<file path="src/hw/rtl/amsm_pkg.sv">
// ----------------------------------------------------------------------------
// amsm_pkg
// Shared types, widths and exponential tables for the top-1 softmax block.
// ----------------------------------------------------------------------------
package amsm_pkg;

	localparam int LOGIT_W = 16;
	localparam int CLASS_W = 10;
	localparam int SCORE_W = 16;
	localparam int CNT_W   = 17;
	localparam int ACC_W   = 27;
	localparam int TERM_W  = 17;
	localparam int REM_W   = 28;

	localparam logic [ACC_W-1:0]   ACC_MAX   = '1;
	localparam logic [ACC_W-1:0]   ONE_Q16   = 27'd65536;
	localparam logic [SCORE_W-1:0] SCORE_MAX = '1;

	typedef struct packed {
		logic signed [LOGIT_W-1:0] logit;
		logic                      last;
	} in_item_t;

	typedef struct packed {
		logic [CLASS_W-1:0] top_class;
		logic [SCORE_W-1:0] top_score;
		logic               truncated;
	} out_item_t;

	typedef struct packed {
		logic                      bank;
		logic [CNT_W-1:0]          count;
		logic signed [LOGIT_W-1:0] max;
		logic [CLASS_W-1:0]        best;
		logic                      overflow;
	} job_t;

	typedef struct packed {
		logic valid;
		logic bank;
	} release_t;

	// round(65536 * e^-a), a = 0..15
	localparam logic [TERM_W-1:0] EXP_INT [16] = '{
		17'd65536, 17'd24109, 17'd8869, 17'd3263, 17'd1200, 17'd442, 17'd162, 17'd60,
		17'd22, 17'd8, 17'd3, 17'd1, 17'd0, 17'd0, 17'd0, 17'd0
	};

	// round(65536 * e^(-h/16))
	localparam logic [TERM_W-1:0] EXP_HI [16] = '{
		17'd65536, 17'd61565, 17'd57835, 17'd54331, 17'd51039, 17'd47947, 17'd45042,
		17'd42313, 17'd39750, 17'd37341, 17'd35079, 17'd32953, 17'd30957, 17'd29081,
		17'd27319, 17'd25664
	};

	// round(65536 * e^(-l/256))
	localparam logic [TERM_W-1:0] EXP_LO [16] = '{
		17'd65536, 17'd65280, 17'd65026, 17'd64772, 17'd64520, 17'd64268, 17'd64018,
		17'd63768, 17'd63520, 17'd63272, 17'd63025, 17'd62780, 17'd62535, 17'd62291,
		17'd62048, 17'd61806
	};

endpackage

</file>
<file path="src/hw/rtl/amsm_front.sv">
// ----------------------------------------------------------------------------
// amsm_front
// Takes logits, writes them to the current store bank, tracks max and argmax,
// and queues a job descriptor when the vector closes.
// ----------------------------------------------------------------------------
module amsm_front #(
	parameter int MAX_CLASSES = 1024
) (
	input  logic                                 clk,
	input  logic                                 arst_n,
	input  logic                                 start,
	input  amsm_pkg::in_item_t                   item,
	output logic                                 busy,
	output logic                                 ram_we,
	output logic [$clog2(MAX_CLASSES):0]         ram_waddr,
	output logic [amsm_pkg::LOGIT_W-1:0]         ram_wdata,
	output logic                                 push,
	output amsm_pkg::job_t                       job,
	input  amsm_pkg::release_t                   rel
);

	localparam int AW = $clog2(MAX_CLASSES);
	localparam int CW = $clog2(MAX_CLASSES + 1);

	logic [CW-1:0]                       cnt_q;
	logic signed [amsm_pkg::LOGIT_W-1:0] max_q;
	logic [AW-1:0]                       best_q;
	logic                                ovf_q;
	logic                                wbank_q;
	logic [1:0]                          bank_busy_q;

	logic                                accept;
	logic                                room;
	logic                                take_new;
	logic [CW-1:0]                       cnt_nxt;
	logic signed [amsm_pkg::LOGIT_W-1:0] max_nxt;
	logic [AW-1:0]                       best_nxt;
	logic                                ovf_nxt;

	assign busy     = bank_busy_q[wbank_q];
	assign accept   = start & ~busy;
	assign room     = (cnt_q != CW'(MAX_CLASSES));
	assign take_new = accept & room & ((cnt_q == '0) | ($signed(item.logit) > max_q));

	assign cnt_nxt  = (accept & room) ? CW'(cnt_q + 1'b1) : cnt_q;
	assign max_nxt  = take_new ? item.logit : max_q;
	assign best_nxt = take_new ? cnt_q[AW-1:0] : best_q;
	assign ovf_nxt  = ovf_q | (accept & ~room);

	assign ram_we    = accept & room;
	assign ram_waddr = {wbank_q, cnt_q[AW-1:0]};
	assign ram_wdata = item.logit;

	assign push         = accept & item.last;
	assign job.bank     = wbank_q;
	assign job.count    = amsm_pkg::CNT_W'(cnt_nxt);
	assign job.max      = max_nxt;
	assign job.best     = amsm_pkg::CLASS_W'(best_nxt);
	assign job.overflow = ovf_nxt;

	always_ff @(posedge clk or negedge arst_n) begin
		if (!arst_n) begin
			cnt_q       <= '0;
			max_q       <= '0;
			best_q      <= '0;
			ovf_q       <= 1'b0;
			wbank_q     <= 1'b0;
			bank_busy_q <= '0;
		end else begin
			if (push) begin
				cnt_q   <= '0;
				max_q   <= '0;
				best_q  <= '0;
				ovf_q   <= 1'b0;
				wbank_q <= ~wbank_q;
			end else begin
				cnt_q  <= cnt_nxt;
				max_q  <= max_nxt;
				best_q <= best_nxt;
				ovf_q  <= ovf_nxt;
			end
			for (int b = 0; b < 2; b++) begin
				if (push && wbank_q == 1'(b)) begin
					bank_busy_q[b] <= 1'b1;
				end else if (rel.valid && rel.bank == 1'(b)) begin
					bank_busy_q[b] <= 1'b0;
				end
			end
		end
	end

endmodule

</file>
<file path="config.mk">
export PLATFORM = sky130hd
export DESIGN_NAME = amsm_front
export DESIGN_NICKNAME = d
export VERILOG_FILES = /design/src/hw/rtl/amsm_pkg.sv /design/src/hw/rtl/amsm_front.sv
export SDC_FILE = /design/constraint.sdc
export NUM_CORES = 1
export LEC_CHECK = 0
export ABC_AREA = 1
export BUFFER_PORTS_ARGS = -buffer_cell sky130_fd_sc_hd__buf_2
export CELL_PAD_IN_SITES_DETAIL_PLACEMENT = 1
export CELL_PAD_IN_SITES_GLOBAL_PLACEMENT = 1
export CORE_ASPECT_RATIO = 2
export CORE_MARGIN = 3
export CORE_UTILIZATION = 34
export DETAILED_ROUTE_END_ITERATION = 10
export PLACE_DENSITY = 0.85
export SLEW_MARGIN = 30
export SYNTH_ARGS = -nofsm -noshare
export SYNTH_HDL_FRONTEND = slang
export SYNTH_SLANG_ARGS = --single-unit
</file>
<file path="constraint.sdc">
create_clock -name clk -period 2.6 [get_ports clk]
set_clock_uncertainty 0.2 [all_clocks]
set_input_delay 0.52 -clock clk [delete_from_list [all_inputs] [get_ports clk]]
set_output_delay 0.52 -clock clk [all_outputs]
set_load 0.02 [all_outputs]
</file>
==> summary.txt, run 1 <==
Outcome
  • Status: finished, violations left
  • Failing checks: negative setup slack

CTS
  • # hold bufs at CTS: 0
  • CTS root buffer: clkbuf_16
  • H-tree depth: 2
  • Clock Tree Buf Depth: 2
  • Clock insertion delay at the later pin of the skew report: 290 ps
  • Clk slew on worst S/H paths: around 60 ps
  • CTS Sinks: 41
  • CTS tree: done
  • CTS Buf Count: 5

Synth
  • Sequential share of the synthesized area: 0.313
  • Post-synth top area share: 0.313
  • Most numerous cell in the Yosys netlist: inv_1
  • Ranking of synthesized cells by area: dfrtp_1 (31%), inv_1 (9.0%), buf_4 (8.5%)
  • Synth async-reset ratio: 1.00
  • Post-synthesis cell area: 3280 um2
  • Yosys top cell by area: dfrtp_1
  • Number of synthesized flops with an enable pin: 0
  • Yosys warning count: 0
  • Commonest cells in the netlist: inv_1 (79), nand2_1 (60), dfrtp_1 (41)
  • Avg Inst Size Synth: about 7.7 um2
  • Register bit total from synthesis: between 40 and 50
  • Yosys cell types: 29
  • Cells after Synth: about 420
  • Most used DFF post-synth: dfrtp_1

Timing
  • Final Cycle Share: 1.20
  • Setup TNS: -13,330 ps
  • FMAX: 319 MHz
  • Slew Limit Headroom: 0.609
  • Fin. Hold Viols: 0
  • Post-layout min period: ~3100 ps
  • Tightest Pin Transition: just under 600 ps
  • Fin worst setup slack: -530 ps
  • Slew Viols, Final: 0
  • RSZ-0062 raised after global routing: yes
  • Setup-failing EPs final: 36

Floorplan
  • Die Area: around 11,000 um2
  • Rows: 50
  • Die height: ~140 um
  • Core area: 9380 um2
  • IO Count: a little under 100
  • Die width: 75.4 um
  • Starting Density: 0.349

Power
  • Clock share of power: 0.086
  • Sw frac: 0.480
  • Net switching power: around 4.2 mW
  • VDD IR-drop max: 0.870 mV
  • Pwr/cell area: between 1500 and 2000 nW/um2
  • P_int: 4.60 mW
  • Seq pwr share: 0.126
  • Leak: 2.70 nW
  • Comb pwr share: 0.787

Setup path
  • Critical path type: flop to output port
  • CP peak stage delay: approximately 390 ps
  • Kind of end point of the critical path: output port
  • CP startpoint kind: flop
  • WP data arrival: between 2000 and 2500 ps
  • WP data required: ~1900 ps
  • Crit-path cells: inv_2 -> ha_1 -> nand2_2 -> nor2_1 -> a21oi_2 -> nand2_1 -> nand2_1 -> nand2_1 -> nand2_2 -> nand2_8 -> nand2_8 -> buf_12 -> nand2_4 -> nand2_4 -> inv_4 -> buf_6
  • R2r startpoint: max_q[12]
  • WP buf/inv: 4
  • CP top delay family: simple AND/OR/NAND/NOR gates
  • Worst-path cell with the longest stage delay: dfrtp_1
  • R2R setup slack: ~60 ps
  • RR Endpoint: best_q[5]
  • Worst Reg-to-Reg Cells: 17
  • Crit path launch: max_q[12]
  • Crit path max fanout: 8
  • Most used cell, CP: nand2_1

Cells and area
  • Fillers: roughly 1,100
  • Cell area after layout: between 5000 and 6000 um2
  • Final design utilization: 0.561
  • Antenna Cells: 0
  • Final #Nets: 600
  • Fraction of layout instances using a drive strength above 1: 0.638
  • Layout area overhead: 60.6%

Route
  • DR iter-0 viols: 65
  • Total Wirelength: roughly 12 mm
  • Vias: between 3,000 and 4,000
  • DR vias/cell: 4.75
  • Wirelength per Cell: roughly 18 um
  • Drt drc: 0
  • Antenna Nets Post-Route: 0
  • TritonRoute pass-1 iters: 4

Place
  • Placed Area: roughly 4300 um2
  • DP HPWL: between 8 and 9 mm
  • Gpl congestion: between 0.8 and 0.9
  • Pre-CTS WS: -531 ps
  • # port buffers: 90

Global routing
  • Initial antenna violation count: 0
  • Largest net degree at the start of global routing: 27
  • Gr ovfl total: 0
  • Global-route wire length before repair: 17.5 mm
  • Gr usage total: 0.215
  • Vias in the first global route: around 3,600

Min path
  • Hold Crit Class: input port to asynchronous set/reset pin

Run
  • MaxCap Viol Count: 0
==> area by class of cell <==
cell class | instances | area (um2) | share of cell area
flip-flops and latches | 41 | 1030 | 0.195
well taps | 104 | 130 | 0.0247
repair buffers | 172 | 1430 | 0.271
clock buffers | 6 | 139 | 0.0264
clock inverters | 2 | 37.5 | 0.00713
multi-input cells | 250 | 2110 | 0.401
inverters | 90 | 393 | 0.0746
==> routing by layer <==
layer | track usage | vias to the layer above | wire length, um
met4 | 0.112 | 0 | 425
met3 | 0.0270 | 28 | 301
li1 | - | 1495 | -
met1 | 0.183 | 1565 | 3660
met5 | 0 | - | 0
met2 | 0.445 | 72 | 7530
==> state kept, by name, summed over array words and instances, names as in the netlist <==
register and count:
max_q 16, best_q 10, ovf_q 1, cnt_q 11
bank_busy_q 2, wbank_q 1
==> placed cells by master (no fill, tap or decap), types with 3 or more instances in the layout <==
| master | Yosys | final |
|---|---|---|
| nor2_2 | 21 | 20 |
| buf_6 | 0 | 35 |
| inv_2 | 10 | 26 |
| nor3_1 | 6 | 6 |
| buf_12 | 2 | 7 |
| conb_1 | 1 | 6 |
| o21ai_2 | 0 | 5 |
| nand3_2 | 1 | 9 |
| nand4_1 | 3 | 3 |
| nand2_2 | 23 | 20 |
| ha_1 | 18 | 5 |
| inv_4 | 1 | 19 |
| o21ai_0 | 4 | 3 |
| clkbuf_16 | 0 | 5 |
| nor2_1 | 24 | 20 |
| inv_1 | 79 | 44 |
| buf_2 | 6 | 53 |
| buf_4 | 37 | 74 |
| o21ai_4 | 0 | 4 |
| a21oi_2 | 0 | 5 |
| nand3b_1 | 15 | 15 |
| nand3_1 | 19 | 11 |
| dfrtp_1 | 41 | 40 |
| nand2_8 | 2 | 3 |
| nor2_4 | 0 | 5 |
| nand2_1 | 60 | 39 |
| ha_4 | 0 | 13 |
| nand2_4 | 20 | 43 |
| xor2_1 | 9 | 7 |
==> power groups by stage <==
stage / sequential, mW / clock [mW] / combinational [mW]
3_5_place_dp: 1.10 / 0 / 5.27
5_1_grt: 1.15 / 0.803 / 7.41
3_3_place_gp: 1.08 / 0 / 5.06
6_report: 1.12 / 0.763 / 6.96
2_1_floorplan: 1.09 / 0 / 3.47
4_1_cts: 1.10 / 0.776 / 6.48
==> how the worst max path moves through the flow <==
stage              end  slack (ps)  cells after the start
2_1_floorplan  job[21]          -5                     16
3_5_place_dp    job[5]        -530                     16
4_1_cts         job[6]        -560                     16
6_report        job[6]        -530                     16
3_3_place_gp    job[9]        -460                     15
5_1_grt         job[6]        -650                     18
==> metrics by stage <==
| step | hold WS [ps] | std cells | total power [mW] |
|---|---|---|---|
| 5_1_grt | 54.1 | 665 | 9.36 |
| 4_1_cts | 33.7 | 657 | 8.36 |
| 3_3_place_gp | 269 | 630 | 6.14 |
| 3_5_place_dp | 291 | 630 | 6.37 |
| 6_report | 16.3 | 665 | 8.84 |
| 2_1_floorplan | 24.4 | 428 | 4.55 |
==> cells by family after synthesis <==
group	count (synthesis)	share of synthesized area
fa+ha+maj	18	0.0687
buf+inv	137	0.212
other cells	1	0.00114
simple gates	197	0.349
xor+xnor	9	0.0241
compound gates	20	0.0313
flops	41	0.313
==> what timing repair did <==
item                                    in CTS  in global routing
buffers inserted                            17                 10
gates cloned                                 2                  0
resized for setup                          117                 48
endpoints found under the setup margin      38                 43
pin swaps                                   29                 29
No activity file was read; power rests on OpenSTA's default activity.
==> run 2: changes to the inputs <==
- BUFFER_PORTS_ARGS: -buffer_cell sky130_fd_sc_hd__buf_2 -> -buffer_cell sky130_fd_sc_hd__buf_4
- TNS_END_PERCENT: unset -> 20
==> summary.txt, run 2 (synthesis gave the netlist of run 1 again) <==
Outcome
  • Status: finished, violations left
  • Failing checks: negative setup slack

Setup path
  • Kind of end point of the critical path: output port
  • R2R setup slack: -20 ps (-80 ps)
  • Most used cell, CP: nand2_4
  • WP data arrival: 2470 ps (+60 ps)
  • Crit path launch: max_q[11]
  • RR Endpoint: max_q[3]
  • Worst Reg-to-Reg Cells: 15 (-2)
  • Crit path max fanout: 7 (-1)
  • Critical path type: flop to output port
  • WP data required: 1880 ps (about the same)
  • Capture point of the worst path: job[14]
  • Worst-path cell with the longest stage delay: dfrtp_1
  • CP peak stage delay: 350 ps (-40 ps)
  • CP startpoint kind: flop
  • Crit-path cells: inv_2 -> ha_4 -> nand4_1 -> nor3_4 -> buf_4 -> nand4_1 -> nand2_4 -> nand2_8 -> nand2_8 -> buf_12 -> nand2_4 -> nand2_4 -> inv_4 -> buf_6
  • R2r startpoint: max_q[11]

Timing
  • Final Cycle Share: 1.23 (+0.0237)
  • Slew Viols, Final: 0 (unchanged)
  • RSZ-0062 raised after global routing: yes
  • Fin worst setup slack: -592 ps (-61.5 ps)
  • Setup-failing EPs final: 37 (+2.8%)
  • Tightest Pin Transition: 574 ps (-12.6 ps)
  • Post-layout min period: 3190 ps (+61.5 ps)
  • Fin. Hold Viols: 0 (unchanged)
  • Slew Limit Headroom: 0.617 (+0.00837)
  • Final hold slack: 23.1 ps (+6.85 ps)
  • Setup TNS: -15,520 ps (-2180 ps)
  • FMAX: 313 MHz (-1.9%)

Route
  • Total Wirelength: 10.8 mm (-9.2%)
  • Drt drc: 0 (unchanged)
  • DR iter-0 viols: 63 (-3.1%)
  • Wirelength per Cell: 16.4 um (-8.2%)
  • Vias: 3,077 (-2.6%)
  • Antenna Nets Post-Route: 0 (unchanged)
  • TritonRoute pass-1 iters: 4 (unchanged)
  • DR vias/cell: 4.68 (-1.6%)

Global routing
  • Initial antenna violation count: 0 (unchanged)
  • Global-route wire length before repair: 16.1 mm (-7.7%)
  • Gr ovfl total: 0 (unchanged)
  • Vias in the first global route: 3,461 (-4.8%)
  • Gr usage total: 0.198 (-0.0172)
  • Largest net degree at the start of global routing: 42 (+56%)

Min path
  • Hold Crit Class: input port to asynchronous set/reset pin

Cells and area
  • Post-Layout Cell Count: 658 (-1.1%)
  • Layout area overhead: 57.0%
  • Fraction of layout instances using a drive strength above 1: 0.581 (-0.0569)
  • Most frequent cells in the layout: buf_4 (128), inv_1 (52), nand2_4 (49), nand2_1 (42), dfrtp_1 (41)
  • Largest register FFs: 16 (unchanged)
  • Largest registers: max_q x16, cnt_q x11, best_q x10
  • Final #Nets: 593 (-1.2%)
  • Most common cell after layout, fill and taps aside: buf_4
  • Biggest register: max_q
  • Antenna Cells: 0 (unchanged)

Power
  • Design Power: 8.24 mW (-6.8%)
  • VDD IR-drop max: 0.706 mV (-19%)
  • Leak: 2.66 nW (-1.5%)
  • Pwr/cell area: 1600 nW/um2 (-4.6%)

CTS
  • CTS tree: done
  • Clk slew on worst S/H paths: 60 ps (about the same)
  • Clock insertion delay at the later pin of the skew report: 290 ps (about the same)
  • CTS Buf Count: 5 (unchanged)
  • # hold bufs at CTS: 0 (unchanged)
  • CTS root buffer: clkbuf_16
  • CTS Sinks: 41 (unchanged)
  • Clock Tree Buf Depth: 2 (unchanged)
  • H-tree depth: 2 (unchanged)

Place
  • DP HPWL: 8.27 mm (+0.98%)
  • # port buffers: 90 (unchanged)
  • Gpl congestion: 0.768 (-4.9%)
  • Pre-CTS WS: -494 ps (+37.2 ps)
  • Placed cells: 642 (+1.9%)

Floorplan
  • Die Area: 10,900 um2 (unchanged)
  • IO Count: 97 (unchanged)
  • Die height: 145 um (unchanged)
  • Die width: 75.4 um (unchanged)
  • Core area: 9380 um2 (unchanged)
  • Rows: 50 (unchanged)
  • Starting Density: 0.349 (unchanged)

Run
  • MaxCap Viol Count: 0 (unchanged)
run 2: cell count changes in the layout (fill, tap and decap cells not counted), sizes merged:
cell,delta
clkinv,+2
bufinv,-1
buf,-8
clkinvlp,-1
clkbuf,+1
run 2: layout make-up:
type                            count  area [um2]
Sequential cell                    41        1030
Clock buffer                        6         129
Inverter                           90         390
Fill cell                        1116        4240
Multi-Input combinational cell    250        2010
Clock inverter                      2        10.0
Tap cell                          104         130
Timing Repair Buffer              165        1450
run 2: repair_timing:
item,4_1_cts,5_1_grt
cloned,0,1
endpoints found under the setup margin,38,55
pin swaps,8,15
buffers inserted,4,3
resized for setup,58,28
hold endpoints to repair,0,0
run 2: per-stage QoR:
stage	area, um2	utilization
after floorplan	3580	-
after global placement	4610	0.492
after detailed placement	4610	0.492
after CTS	4960	0.529
after global routing	5140	0.548
final	5140	0.548
run 2: layer usage:
metal,track usage,wire [um],vias up
met5,0,0,-
met4,0.0949,263,0
met3,0.0187,249,16
met2,0.415,6980,59
met1,0.170,3320,1516
li1,-,-,1486
run 2: worst min-delay path by stage:
stage,startpoint,to,slack (ps),cells past startpoint
2_1_floorplan,arst_n,bank_busy_q[0],20,0
3_3_place_gp,bank_busy_q[1],bank_busy_q[1],270,2
3_5_place_dp,bank_busy_q[1],bank_busy_q[1],320,2
4_1_cts,arst_n,max_q[10],50,1
5_1_grt,arst_n,max_q[10],60,1
6_report,arst_n,max_q[10],20,1
run 2: critical path: cells and delay by family, from the launching register on:
family / cells / cell delay, ps
flops: 1 / 350
fa+ha+maj: 1 / 270
simple gates: 8 / 1070
buf+inv: 5 / 500
run 2: power breakdown:
part | internal [mW] | switching [mW]
combinational | 2.96 | 3.55
clock | 0.353 | 0.260
sequential | 0.935 | 0.177
==> run 3: changes to the inputs <==
- PLACE_DENSITY: 0.85 -> unset
- PLACE_DENSITY_LB_ADDON: unset -> 0.1
==> summary.txt, run 3 (synthesis gave the netlist of run 1 again) <==
Route
  • Antenna Nets Post-Route: 0 (unchanged)
  • DR vias/cell: 4.65 (-0.52%)
  • DR iter-0 viols: 45 (-29%)
  • Wirelength per Cell: 15.7 um (-4.3%)
  • TritonRoute pass-1 iters: 3 (-1)
  • Total Wirelength: 10.4 mm (-3.8%)
  • Vias: 3,075 (-0.065%)
  • Drt drc: 0 (unchanged)

Floorplan
  • Die Area: 10,900 um2 (unchanged)
  • IO Count: 97 (unchanged)
  • Core area: 9380 um2 (unchanged)
  • Rows: 50 (unchanged)
  • Die height: 145 um (unchanged)
  • Starting Density: 0.349 (unchanged)
  • Die width: 75.4 um (unchanged)

Outcome
  • Status: finished, violations left
  • Failing checks: negative setup slack

Setup path
  • Kind of end point of the critical path: output port
  • WP data required: 1880 ps (about the same)
  • Crit path max fanout: 8 (+1)
  • Critical path type: flop to output port
  • CP startpoint kind: flop
  • WP data arrival: 2380 ps (-90 ps)

Run
  • MaxCap Viol Count: 0 (unchanged)

Cells and area
  • Most frequent cells in the layout: buf_4 (131), inv_1 (46), nand2_1 (46), nand2_4 (44), dfrtp_1 (41)
  • Cell area after layout: 5160 um2 (+0.32%)
  • Final #Nets: 596 (+0.51%)
  • Antenna Cells: 0 (unchanged)
  • Most common cell after layout, fill and taps aside: buf_4
  • Final design utilization: 0.550 (+0.00173)
  • Biggest register: max_q
  • Layout area overhead: 57.5%
  • Fraction of layout instances using a drive strength above 1: 0.592 (+0.0112)
  • Largest register FFs: 16 (unchanged)
  • Largest registers: max_q x16, cnt_q x11, best_q x10

CTS
  • CTS tree: done
  • Clock insertion delay at the later pin of the skew report: 290 ps (about the same)
  • Clk slew on worst S/H paths: 60 ps (about the same)
  • CTS root buffer: clkbuf_16
  • CTS Buf Count: 5 (unchanged)
  • CTS Sinks: 41 (unchanged)
  • H-tree depth: 2 (unchanged)
  • Clock Tree Buf Depth: 2 (unchanged)

Global routing
  • Vias in the first global route: 3,417 (-1.3%)
  • Global-route wire length before repair: 16.5 mm (+2.6%)
  • Initial antenna violation count: 0 (unchanged)
  • Gr ovfl total: 0 (unchanged)
  • Largest net degree at the start of global routing: 42 (unchanged)
  • Gr usage total: 0.203 (+0.00489)

Timing
  • Post-layout min period: 3100 ps (-92.2 ps)
  • Final Cycle Share: 1.19 (-0.0354)
  • Fin worst setup slack: -500 ps (+92.2 ps)
  • Fin. Hold Viols: 0 (unchanged)
  • Slew Limit Headroom: 0.612 (-0.00519)
  • Setup-failing EPs final: 35 (-5.4%)
  • RSZ-0062 raised after global routing: yes
  • FMAX: 323 MHz (+3.0%)
  • Tightest Pin Transition: 582 ps (+7.79 ps)
  • Slew Viols, Final: 0 (unchanged)
  • Final hold slack: 19.9 ps (-3.22 ps)

Power
  • Design Power: 8.29 mW (+0.66%)
  • Pwr/cell area: 1610 nW/um2 (+0.35%)
  • Leak: 2.67 nW (+0.49%)
  • VDD IR-drop max: 0.751 mV (+6.4%)

Place
  • # port buffers: 90 (unchanged)
  • Gpl congestion: 0.786 (+2.4%)
  • Placed Area: 4590 um2 (-0.60%)
  • DP HPWL: 8.08 mm (-2.3%)
  • Pre-CTS WS: -533 ps (-39.4 ps)

Min path
  • Hold Crit Class: input port to asynchronous set/reset pin
-- run 3: layout make-up --
class	count	area (um2)
fillers	1112	4220
multi-input cells	251	1980
repair buffers	167	1460
flip-flops and latches	41	1030
inverters	90	393
clock buffers	6	139
well taps	104	130
clock inverters	2	37.5
-- run 3: where the power goes --
part           leakage [nW]  switching, mW  internal, mW
Clock                0.0831          0.283         0.480
Sequential            0.514          0.178         0.934
Combinational          2.08           3.45          2.96
-- run 3: worst paths after layout --
check	start	slack, ps	depth (start not counted)	end
max in group asynchronous	arst_n	1780	1	wbank_q
min in group clk	rel[0]	280	3	bank_busy_q[0]
hold reg to reg	bank_busy_q[0]	310	2	bank_busy_q[0]
setup reg to reg	max_q[9]	110	17	max_q[9]
setup / recovery	max_q[9]	-500	15	job[20]
hold / removal	arst_n	20	1	max_q[5]
-- run 3: critical path: stages (launching register included) --
cell      delay (ps)
dfrtp_1          350
inv_2             60
ha_4             270
nand4_1          120
nor3_4           220
nand2_2           90
nand2_1           60
nand2_1           40
nand2_1           70
nand2_2           90
nand2_8          150
buf_12           150
nand3b_1         140
nand2_4          120
inv_4             30
buf_6            120
-- run 3: what timing repair did --
action,CTS,global route
resized for setup,70,14
hold buffers,0,0
endpoints found under the setup margin,37,42
pin swaps,11,13
buffers inserted,6,5
gates cloned,2,0
-- run 3: per-layer routing --
layer | track usage | up-vias | wire, um
li1 | - | 1486 | -
met1 | 0.184 | 1523 | 3280
met2 | 0.428 | 57 | 6650
met3 | 0.0263 | 9 | 290
met4 | 0.0636 | 0 | 175
met5 | 0 | - | 0
-- run 3: per-stage QoR --
step | setup TNS [ps] | instances
after floorplan | -4.95 | 428
after global placement | -11480 | 640
after detailed placement | -13980 | 640
after CTS | -13900 | 656
after global routing | -18710 | 661
final | -12990 | 661
